==> src/kmrd_pkg.sv <==
// ----------------------------------------------------------------------------
// kmrd_pkg
// Shared widths, constants and the bit-count helper for the key matrix row
// debouncer.
// ----------------------------------------------------------------------------
package kmrd_pkg;

    localparam int ROW_IDX_W   = 4;
    localparam int SAMPLE_W    = 8;
    localparam int COUNT_W     = 8;
    localparam int MAX_COLUMNS = 16;
    localparam int BITCNT_W    = 5;

    localparam int S_FIELDS_W  = ROW_IDX_W + SAMPLE_W;
    localparam int S_TDATA_W   = ((S_FIELDS_W + 7) / 8) * 8;
    localparam int M_FIELDS_W  = ROW_IDX_W + SAMPLE_W + SAMPLE_W + 1 + COUNT_W;
    localparam int M_TDATA_W   = ((M_FIELDS_W + 7) / 8) * 8;

    localparam logic [COUNT_W-1:0] COUNT_MAX = '1;

    typedef logic [MAX_COLUMNS-1:0] col_word_t;
    typedef logic [BITCNT_W-1:0]    bit_cnt_t;

    function automatic bit_cnt_t count_ones(col_word_t v);
        bit_cnt_t n;
        n = '0;
        for (int i = 0; i < MAX_COLUMNS; i++) begin
            n = n + bit_cnt_t'(v[i]);
        end
        return n;
    endfunction

endpackage

==> src/key_matrix_row_debouncer_unit.sv <==
// ----------------------------------------------------------------------------
// key_matrix_row_debouncer_unit
// Debounces scanned key matrix rows with per-row lockout shadow masks and
// keeps a running pressed-key count.
// ----------------------------------------------------------------------------
//  channel | tdata fields (low bit up)                         | tlast
//  s_      | row_index[3:0] column_sample[11:4]                | end_of_scan
//  m_      | row_number[3:0] debounced_row[11:4]               | -
//          | accepted_changes[19:12] scan_changed[20]          |
//          | pressed_count[28:21]                              |
//
//  One beat per cycle unless a held result stalls; it shows the cycle after.
//  Matrix, shadows and count update in the accept cycle, so the next row
//  sees them immediately. The output register frees when m_tready is high.
//  aresetn (sync, active low) clears matrix, shadows, scan flag and count.
// ----------------------------------------------------------------------------
module key_matrix_row_debouncer_unit #(
    parameter int ROW_COUNT      = 16,
    parameter int COLUMN_COUNT   = 8,
    parameter int DEBOUNCE_DEPTH = 3
) (
    input  logic                           aclk,
    input  logic                           aresetn,
    input  logic                           s_tvalid,
    output logic                           s_tready,
    // row_index[3:0], column_sample[11:4]
    input  logic [kmrd_pkg::S_TDATA_W-1:0] s_tdata,
    input  logic                           s_tlast,
    output logic                           m_tvalid,
    input  logic                           m_tready,
    // row_number[3:0], debounced_row[11:4], accepted_changes[19:12],
    // scan_changed[20], pressed_count[28:21]
    output logic [kmrd_pkg::M_TDATA_W-1:0] m_tdata
);
    import kmrd_pkg::*;

    localparam int RowIdxW  = (ROW_COUNT > 1) ? $clog2(ROW_COUNT) : 1;
    localparam int ColW     = COLUMN_COUNT;
    localparam int TotalW   = $clog2(ROW_COUNT * COLUMN_COUNT + 1);
    localparam int TotExtW  = TotalW + COUNT_W;
    localparam int MPadW    = M_TDATA_W - M_FIELDS_W;

    typedef logic [ColW-1:0] row_bits_t;

    row_bits_t                 matrix_reg [ROW_COUNT];
    row_bits_t                 matrix_next[ROW_COUNT];
    row_bits_t                 shadow_reg [DEBOUNCE_DEPTH][ROW_COUNT];
    row_bits_t                 shadow_next[DEBOUNCE_DEPTH][ROW_COUNT];
    logic                      changed_reg, changed_next;
    logic [TotalW-1:0]         total_reg, total_next;
    logic                      m_tvalid_reg;
    logic [M_TDATA_W-1:0]      m_tdata_reg, m_tdata_next;

    logic                      in_beat;
    logic [ROW_IDX_W-1:0]      in_row;
    logic [SAMPLE_W-1:0]       in_sample;
    logic [ColW+SAMPLE_W-1:0]  sample_ext;
    row_bits_t                 sample;
    logic [RowIdxW+ROW_IDX_W-1:0] row_ext;
    logic [RowIdxW-1:0]        row_sel;
    logic                      row_ok;
    row_bits_t                 cur_row, lock, changes, new_row;
    logic [MAX_COLUMNS+ColW-1:0] rise_ext, fall_ext;
    bit_cnt_t                  rise_cnt, fall_cnt;
    logic [TotExtW-1:0]        tot_ext;
    logic [COUNT_W-1:0]        pressed_out;
    logic [ColW+SAMPLE_W-1:0]  row_out_ext, chg_out_ext;
    logic                      scan_out;

    assign s_tready = !m_tvalid_reg || m_tready;
    assign in_beat  = s_tvalid && s_tready;
    assign m_tvalid = m_tvalid_reg;
    assign m_tdata  = m_tdata_reg;

    assign in_row     = s_tdata[ROW_IDX_W-1:0];
    assign in_sample  = s_tdata[ROW_IDX_W +: SAMPLE_W];
    assign sample_ext = {{ColW{1'b0}}, in_sample};
    assign sample     = sample_ext[ColW-1:0];
    assign row_ext    = {{RowIdxW{1'b0}}, in_row};
    assign row_sel    = row_ext[RowIdxW-1:0];
    assign row_ok     = int'(in_row) < ROW_COUNT;

    // rows past the matrix change nothing and report zero row and change bits
    assign cur_row = row_ok ? matrix_reg[row_sel]    : '0;
    assign lock    = row_ok ? shadow_reg[0][row_sel] : '0;
    assign changes = row_ok ? ((cur_row ^ sample) & ~lock) : '0;
    assign new_row = cur_row ^ changes;

    assign rise_ext = {{MAX_COLUMNS{1'b0}}, changes & sample};
    assign fall_ext = {{MAX_COLUMNS{1'b0}}, changes & ~sample};
    assign rise_cnt = count_ones(rise_ext[MAX_COLUMNS-1:0]);
    assign fall_cnt = count_ones(fall_ext[MAX_COLUMNS-1:0]);

    assign total_next  = total_reg + TotalW'(rise_cnt) - TotalW'(fall_cnt);
    assign tot_ext     = {{COUNT_W{1'b0}}, total_next};
    assign pressed_out = (tot_ext > TotExtW'(COUNT_MAX)) ? COUNT_MAX
                                                         : tot_ext[COUNT_W-1:0];

    assign row_out_ext  = {{SAMPLE_W{1'b0}}, new_row};
    assign chg_out_ext  = {{SAMPLE_W{1'b0}}, changes};
    assign scan_out     = changed_reg || (|changes);
    assign changed_next = s_tlast ? 1'b0 : scan_out;
    assign m_tdata_next = {{MPadW{1'b0}}, pressed_out, scan_out,
                           chg_out_ext[SAMPLE_W-1:0], row_out_ext[SAMPLE_W-1:0],
                           in_row};

    always_comb begin
        row_bits_t upd[DEBOUNCE_DEPTH][ROW_COUNT];
        for (int r = 0; r < ROW_COUNT; r++) begin
            matrix_next[r] = (row_ok && (RowIdxW'(r) == row_sel)) ? new_row
                                                                 : matrix_reg[r];
            for (int d = 0; d < DEBOUNCE_DEPTH; d++) begin
                upd[d][r] = shadow_reg[d][r] |
                            ((row_ok && (RowIdxW'(r) == row_sel)) ? changes : '0);
            end
        end
        for (int d = 0; d < DEBOUNCE_DEPTH; d++) begin
            for (int r = 0; r < ROW_COUNT; r++) begin
                if (!s_tlast) begin
                    shadow_next[d][r] = upd[d][r];
                end else if (d + 1 < DEBOUNCE_DEPTH) begin
                    shadow_next[d][r] = upd[(d + 1) % DEBOUNCE_DEPTH][r];
                end else begin
                    shadow_next[d][r] = '0;
                end
            end
        end
    end

    always_ff @(posedge aclk) begin
        if (!aresetn) begin
            m_tvalid_reg <= 1'b0;
            changed_reg  <= 1'b0;
            total_reg    <= '0;
            for (int r = 0; r < ROW_COUNT; r++) begin
                matrix_reg[r] <= '0;
                for (int d = 0; d < DEBOUNCE_DEPTH; d++) begin
                    shadow_reg[d][r] <= '0;
                end
            end
        end else begin
            if (in_beat) begin
                m_tvalid_reg <= 1'b1;
                changed_reg  <= changed_next;
                total_reg    <= total_next;
                matrix_reg   <= matrix_next;
                shadow_reg   <= shadow_next;
            end else if (m_tready) begin
                m_tvalid_reg <= 1'b0;
            end
        end
    end

    always_ff @(posedge aclk) begin
        if (in_beat) begin
            m_tdata_reg <= m_tdata_next;
        end
    end

`ifndef SYNTHESIS
    a_change_flags_scan: assert property (@(posedge aclk) disable iff (!aresetn)
        m_tvalid && (m_tdata[ROW_IDX_W+SAMPLE_W +: SAMPLE_W] != '0)
        |-> m_tdata[ROW_IDX_W+2*SAMPLE_W])
        else $error("accepted changes without scan_changed");

    a_scan_flag_clears: assert property (@(posedge aclk) disable iff (!aresetn)
        in_beat && s_tlast |=> !changed_reg)
        else $error("scan flag not cleared after end of scan");

    a_stall_holds_out: assert property (@(posedge aclk) disable iff (!aresetn)
        !s_tready |-> m_tvalid_reg && !m_tready)
        else $error("input stalled without a pending result");

    a_total_bound: assert property (@(posedge aclk) disable iff (!aresetn)
        int'(total_reg) <= ROW_COUNT * COLUMN_COUNT)
        else $error("key total exceeds matrix size");
`endif

endmodule
==> config.mk <==
export PLATFORM = sky130hd
export DESIGN_NAME = key_matrix_row_debouncer_unit
export DESIGN_NICKNAME = d
export VERILOG_FILES = /design/src/kmrd_pkg.sv /design/src/key_matrix_row_debouncer_unit.sv
export SDC_FILE = /design/constraint.sdc
export NUM_CORES = 1
export LEC_CHECK = 0
export BUFFER_PORTS_ARGS = -buffer_cell sky130_fd_sc_hd__buf_2
export CAP_MARGIN = 20
export CORE_MARGIN = 4
export CORE_UTILIZATION = 40
export CTS_CLUSTER_SIZE = 40
export DETAILED_ROUTE_END_ITERATION = 12
export GPL_TIMING_DRIVEN = 1
export PLACE_DENSITY = 0.63
export SLEW_MARGIN = 25
export SYNTH_ARGS = -nofsm -noshare
export SYNTH_HDL_FRONTEND = slang
export SYNTH_SLANG_ARGS = --single-unit
==> constraint.sdc <==
create_clock -name aclk -period 9.9 [get_ports aclk]
set_input_delay 0 -clock aclk [delete_from_list [all_inputs] [get_ports aclk]]
set_output_delay 0 -clock aclk [all_outputs]
set_load 0.02 [all_outputs]
==> results of run 1 <==
worst max-delay path by stage:
stage,from,endpoint,slack [ps],cells after the start
floorplan,s_tdata[1],m_tdata[28],3580,24
global placement,s_tdata[0],m_tdata[28],2610,22
detailed placement,s_tdata[0],m_tdata[28],2530,22
CTS,s_tdata[0],m_tdata[28],2630,23
global route,s_tdata[0],m_tdata[28],2290,23
finish,s_tdata[0],m_tdata[28],2680,23
cell usage in the layout (no fill, tap or decap), drive strengths merged, types with 10 or more instances in the layout:
cell	Yosys	routed
o21a	17	17
mux2	10	10
nor2	210	210
buf	52	97
clkinv	2	16
o221a	256	256
o211a	113	113
inv	37	38
edfxtp	29	29
a22oi	10	10
fa	12	12
clkbuf	152	77
and2	19	19
mux4	63	63
mux2i	15	15
a21oi	246	246
dfxtp	522	522
nand3	12	12
nor3	12	12
nand2	362	362
o21ai	75	75
routing by layer:
layer	wire length [um]	track usage
met5	0	0
met4	3347	0.1042
met3	4384	0.03487
met2	31990	0.3524
met1	29760	0.2723
Yosys cell counts, types with 3 or more instances:
library cell	n	area share
buf_6	5	0.0024
or3_1	5	0.0013
nand3_1	12	0.0026
nor2b_1	8	0.0022
and2_1	19	0.0051
a21oi_2	10	0.0038
nand2_2	10	0.0027
nor2_1	209	0.034
nand2_1	352	0.057
fa_1	12	0.010
xnor2_1	6	0.0023
o211ai_1	3	0.00097
buf_4	7	0.0023
buf_2	24	0.0052
or2_2	5	0.0013
nand4_1	3	0.00081
a22oi_1	10	0.0032
a21o_1	4	0.0013
a21boi_0	8	0.0026
a21oi_1	236	0.051
mux4_2	63	0.061
o21a_1	17	0.0055
mux2_2	10	0.0049
o21ai_0	74	0.016
o221a_2	256	0.12
o22ai_1	4	0.0011
and3_1	3	0.00081
inv_1	35	0.0057
clkbuf_1	152	0.025
mux2i_1	15	0.0065
ha_1	9	0.0049
buf_1	16	0.0026
dfxtp_1	522	0.45
nor3_1	12	0.0026
o211a_1	113	0.049
nand2b_1	6	0.0016
edfxtp_1	29	0.038
cells by family after synthesis:
| logic type | Yosys count | synth area share |
|---|---|---|
| AO/OA/AOI/OAI | 747 | 0.2637 |
| XOR/XNOR | 8 | 0.003018 |
| adder cells (fa/ha/maj) | 21 | 0.01520 |
| buffers and inverters | 243 | 0.04333 |
| flip-flops | 551 | 0.4876 |
| multiplexers | 88 | 0.07243 |
| other | 1 | 0.0001615 |
| AND/OR/NAND/NOR | 652 | 0.1145 |
power groups by stage:
stage | Combinational, uW | Sequential [uW] | Clock (uW)
CTS | 936 | 2460 | 2330
floorplan | 645 | 2520 | 0
global placement | 910 | 2500 | 0
finish | 943 | 2460 | 2300
global route | 1030 | 2470 | 2430
detailed placement | 930 | 2500 | 0
what timing repair did:
item	in CTS	in global routing
hold endpoints to repair	13	0
hold buffers	8	0
setup endpoints to repair	0	0
setup buffers	0	0
through the flow:
stage               worst slack (ps)  power [uW]  instance area, sq um  hold WS (ps)  std cells
floorplan                       3579        3164                 23220         98.87       2313
global placement                2606        3407                 24110         281.8       2971
detailed placement              2528        3434                 24130         290.8       2971
CTS                             2632        5724                 26220         23.89       3085
global route                    2292        5927                 26240         58.66       3086
finish                          2683        5703                 26240         3.246       3086
cell type report:
cell class / count / area share
repair buffers: 105 / 0.02738
clock inverters: 29 / 0.01526
well taps: 765 / 0.03648
flip-flops and latches: 551 / 0.4315
multi-input cells: 1519 / 0.4221
clock buffers: 77 / 0.06152
diodes: 1 / 0.00009538
inverters: 39 / 0.005675
worst max-delay path, stage by stage:
cell and delay (ps):
dlygate4sd3_1 530, buf_4 530, buf_12 480, mux4_2 610
mux4_2 590, a2111oi_4 230, buf_4 500, nand2_1 150
fa_1 520, inv_1 60, fa_1 480, fa_1 440
fa_1 470, ha_1 290, ha_1 170, inv_1 70
fa_1 450, nor2b_1 120, o21ai_0 100, a21boi_0 250
o21ai_0 140, a21o_1 210, and2_1 130
==> impl_results.md, run 1 <==
* Largest fanout on the critical path at 52
* Hold depth at 2
* FF-to-FF setup slack at 3460 ps
* Setup TNS at 0 ps
* Multi-input logic area at 11070 sq um
* Mapped Area at 23220 sq um
* Global-route wire length before repair at about 110000 um
* Critical Path Start Type: primary input
* Via count at roughly 19000
* GRT overflow at 0
* Switching power of the nets at about 1600 uW
* Max-cap viol count at 0
* Slew @ Worst Pin at between 1000 and 1500 ps
* CTS tree: yes
* Row Count at 88
* Final Core Density at 0.4556
* Worst Hold Class: in -> reg
* Clock share of power at 0.404
* Mean Syn Cell Area at 10.05 sq um
* EDFF count, synth at 29
* Register clock-pin slew on the reported worst setup and hold paths at 60 ps
* Max Slew Vio Count at 0
* Synth cell types at 59
* Net Sw Frac at 0.2748
* Logic pwr share at 0.165
* Initial Util at 0.4032
* Placer congestion estimate at ~0.81
* Core ar. at approximately 58000 sq um
* Final setup viols at 0
* Worst r2r dst: m_tdata[28]
* R2R Path Start: shadow_reg[290]
* HPWL Detailed at around 40000 um
* Crit Path Category: in -> reg
* CP endpoint kind: flip-flop
* Max VDD drop at 0.1825 mV
* Minimum clock period after layout at slightly above 7000 ps
* Max Freq at 0.1386 GHz
* Post-Route WL at 69490 um
* Pint at 4136 uW
* Fillers at 5261
* Root Buffer: clkbuf_16
* Final hold violations at 0
* CTS resizes at 0
* Via density at a little over 6
* Seq. cell area at 11320 sq um
* Clock tree buffer depth at 3
* RSZ-0062 raised after global routing: false
* # IOs at 55
* Pin count of the biggest net entering global routing at roughly 160
* Post-synth ARST share at 0
* PortBufs at 47
* Seq/Total Area, Yosys at 0.4876
* DRC at 0
* Yosys reg bits at between 500 and 600
* 1st-pass router iterations at 5
* Power per standard cell area at 217.4 nW/um^2
* Leak pwr at 0.01107 uW
* Largest register FFs at 384
* Setup Skew at 24.21 ps
* CP required at 10270 ps
* Slew HR at 0.2392
* Gr usage total at 0.2131
* Antenna violations before repair at 1
* Syn Inst Count at 2311
* Wirelength per Cell at 22.52 um
* Main synth FF type: dfxtp_1
* Status: completed
* Layout Nets at 2316
* Period utilization at 0.7290
* H-tree levels at 2
* Die Span Y at approximately 250 um
* Die area at 61960 sq um
* Sequential power share at 0.431
* Sink Count at 551
* Die width at 248.9 um
* CTS Buf Count at 58
* R2R depth at 20
* Share of layout cells above drive strength 1 at 0.2517
* Final antenna-violating net count at 0
* Via count of the first global-routing pass at 18550
* Layout area overhead at 13.00%
* DR iter-0 viols at 1746
* Min-Delay Endpoint: shadow_reg[344]
* Yosys warning count at 0
* Worst-Skew Late Latency at 630 ps
* Min-delay src: aresetn
* Crit path DAT at around 7600 ps
Note: power is estimated with default switching activity, not from simulation.
==> run 2, diff against run 1 <==
==> constraint.sdc (replaced) <==
create_clock -name aclk -period 7.4 [get_ports aclk]
set_input_delay 0 -clock aclk [delete_from_list [all_inputs] [get_ports aclk]]
set_output_delay 0 -clock aclk [all_outputs]
set_load 0.02 [all_outputs]
==> impl_results.md, run 2 (synthesis gave the netlist of run 1 again) <==
* DRC at 0 (unchanged)
* Final setup viols at 0 (unchanged)
* RSZ-0062 raised after global routing: false
* Placer congestion estimate at 0.8468 (+5.1%)
* Final setup margin at 1299 ps (-1384 ps)
* Net Sw Frac at 0.2814 (+0.006628)
* Clock tree buffer depth at 3 (unchanged)
* Final hold violations at 0 (unchanged)
* Wirelength per Cell at 22.36 um (-0.68%)
* Fillers at 5228 (-0.63%)
* Setup Skew at 19.44 ps (-4.772 ps)
* Worst hold margin at 37.59 ps (+34.35 ps)
* Crit path DAT at 6480 ps (-1110 ps)
* CP top delay family: adder cells
* Status: completed
* Slew @ Worst Pin at 1167 ps (+32.12 ps)
* Via count of the first global-routing pass at 18610 (+0.34%)
* Max Freq at 0.1639 GHz
* Minimum clock period after layout at 6101 ps
* CTS resizes at 0 (unchanged)
* Clock share of power at 0.386 (-0.018)
* PortBufs at 47 (unchanged)
* Most frequent cells in the layout: dfxtp_1, nand2_1, o221a_2
* H-tree levels at 2 (unchanged)
* Slew HR at 0.2190 (-0.02017)
* Critical Path Start Type: primary input
* Die width at 248.9 um (unchanged)
* Pint at 5359 uW (+30%)
* Via density at 6.043 (-0.12%)
* Cell mode on critical path: fa_1
* Setup TNS at 0 ps (unchanged)
* Via count at 18680 (+0.037%)
* Sequential power share at 0.441 (+0.010)
* Post-CTS Repair Setup Buffers at 0 (unchanged)
* Global-route wire length before repair at 106900 um (+0.87%)
* Layout Nets at 2320 (+0.17%)
* Critical-path top delay cell: fa_1
* CTS tree: yes
* Slowest cell delay on critical path at 550 ps (-60 ps)
* Power per standard cell area at 284.9 nW/um^2 (+31%)
* Gr usage total at 0.2137 (+0.0006319)
* # IOs at 55 (unchanged)
* Final Power at 7457 uW (+31%)
* Most common cell after layout, fill and taps aside: dfxtp_1
* Number of cells on the critical path at 23 (unchanged)
* Buf/Inv on CP at 5 (-1)
* CP required at 7780 ps (-2490 ps)
* R2R depth at 19 (-5.0%)
* Worst Hold Class: in -> reg
* Pre-CTS setup slack at 890.0 ps (-1638 ps)
* Core ar. at 57590 sq um (unchanged)
* Max VDD drop at 0.2621 mV (+44%)
* Initial Util at 0.4032 (unchanged)
* Switching power of the nets at 2098 uW (+34%)
* Largest fanout on the critical path at 19 (-63%)
* Sink Count at 551 (unchanged)
* Worst-Skew Late Latency at 630 ps (about the same)
* Register clock-pin slew on the reported worst setup and hold paths at 60 ps (about the same)
* Largest register FFs at 384 (unchanged)
* Post-Route WL at 69120 um (-0.52%)
* Final antenna-violating net count at 0 (unchanged)
* Share of layout cells above drive strength 1 at 0.2472 (-0.004519)
* Ant diodes at 0 (-1)
* Antenna violations before repair at 2 (+1)
* Final Instance Area at 26180 sq um (-0.22%)
* Max-cap viol count at 0 (unchanged)
* Dpl cell area at 24180 sq um (+0.21%)
* Logic pwr share at 0.173 (+0.008)
* Leak pwr at 0.01103 uW (-0.39%)
* DR iter-0 viols at 1833 (+5.0%)
* Hold depth at 3 (+1)
* Root Buffer: clkbuf_16
* GRT overflow at 0 (unchanged)
* 1st-pass router iterations at 6 (+1)
* CP endpoint kind: flip-flop
* Crit path cell chain: dlygate4sd3_1 -> buf_4 -> buf_4 -> mux4_2 -> and3_1 -> a2111oi_0 -> nor4bb_4 -> nand2_1 -> fa_1 -> inv_1 -> fa_1 -> fa_1 -> fa_1 -> fa_1 -> ha_1 -> inv_1 -> fa_1 -> nor2b_1 -> o21ai_0 -> a21boi_0 -> o21ai_0 -> a21o_1 -> and2_1
* CTS Hold Bufs at 9 (+1)
* Die Span Y at 248.9 um (unchanged)
* Row Count at 88 (unchanged)
* Pin count of the biggest net entering global routing at 130 (-20%)
* Die area at 61960 sq um (unchanged)
* Crit Path Category: in -> reg
* CTS Buf Count at 59 (+1.7%)
* HPWL Detailed at 41070 um (+1.7%)
* Max Slew Vio Count at 0 (unchanged)
* Period utilization at 0.8245
* Layout area overhead at 12.76%
run 2: changes by cell type in the layout (fill, tap and decap cells not counted), sizes merged:
cell,delta
clkbuf,+22
bufinv,-8
clkinv,-7
clkinvlp,-5
buf,+2
diode,-1
dlygate4sd3,+1
inv,+1
run 2: cell type report:
| type | count | area, sq um | area share |
|---|---|---|---|
| multi-input combinational | 1519 | 11100 | 0.4239 |
| clock buffer | 99 | 1778 | 0.06792 |
| timing repair buffer | 108 | 779.5 | 0.02978 |
| tap | 765 | 957.2 | 0.03656 |
| clock inverter | 10 | 97.59 | 0.003728 |
| inverter | 39 | 148.9 | 0.005688 |
| sequential | 551 | 11320 | 0.4325 |
run 2: stage by stage:
stage | cells | util
floorplan | 2313 | -
global placement | 2972 | 0.4195
detailed placement | 2972 | 0.4198
CTS | 3090 | 0.4540
global route | 3091 | 0.4546
finish | 3091 | 0.4546
run 2: final timing paths:
path / from / to / slack (ps)
max: s_tdata[1] / m_tdata[28] / 1300
min: s_tdata[6] / m_tdata[6] / 40
max reg2reg: shadow_reg[258] / m_tdata[28] / 1450
min reg2reg: shadow_reg[73] / shadow_reg[73] / 470
run 2: power groups by stage:
stage               sequential, uW  clock, uW  combinational, uW
floorplan                     3370          0                863
global placement              3340          0               1220
detailed placement            3350          0               1260
CTS                           3290       2930               1270
global route                  3300       3050               1400
finish                        3290       2880               1290
run 2: routing by layer:
metal,vias to the layer above,wire (um),GRT usage
met2,700,32600,0.3581
met5,-,0,0
met1,9386,29630,0.2839
met4,0,2018,0.07100
li1,8471,-,-
met3,123,4878,0.03351
run 2: worst reg2reg max path, stage by stage (launching register included):
cell       delay (ps)
dfxtp_1           320
mux4_2            500
mux4_2            600
a2111oi_4         260
nand2_1           130
fa_1              500
inv_1              70
fa_1              530
fa_1              440
fa_1              510
fa_1              190
ha_1              200
inv_1              70
fa_1              460
nor2b_1           120
o21ai_0           100
a21boi_0          250
o21ai_0           140
a21o_1            200
and2_1            130
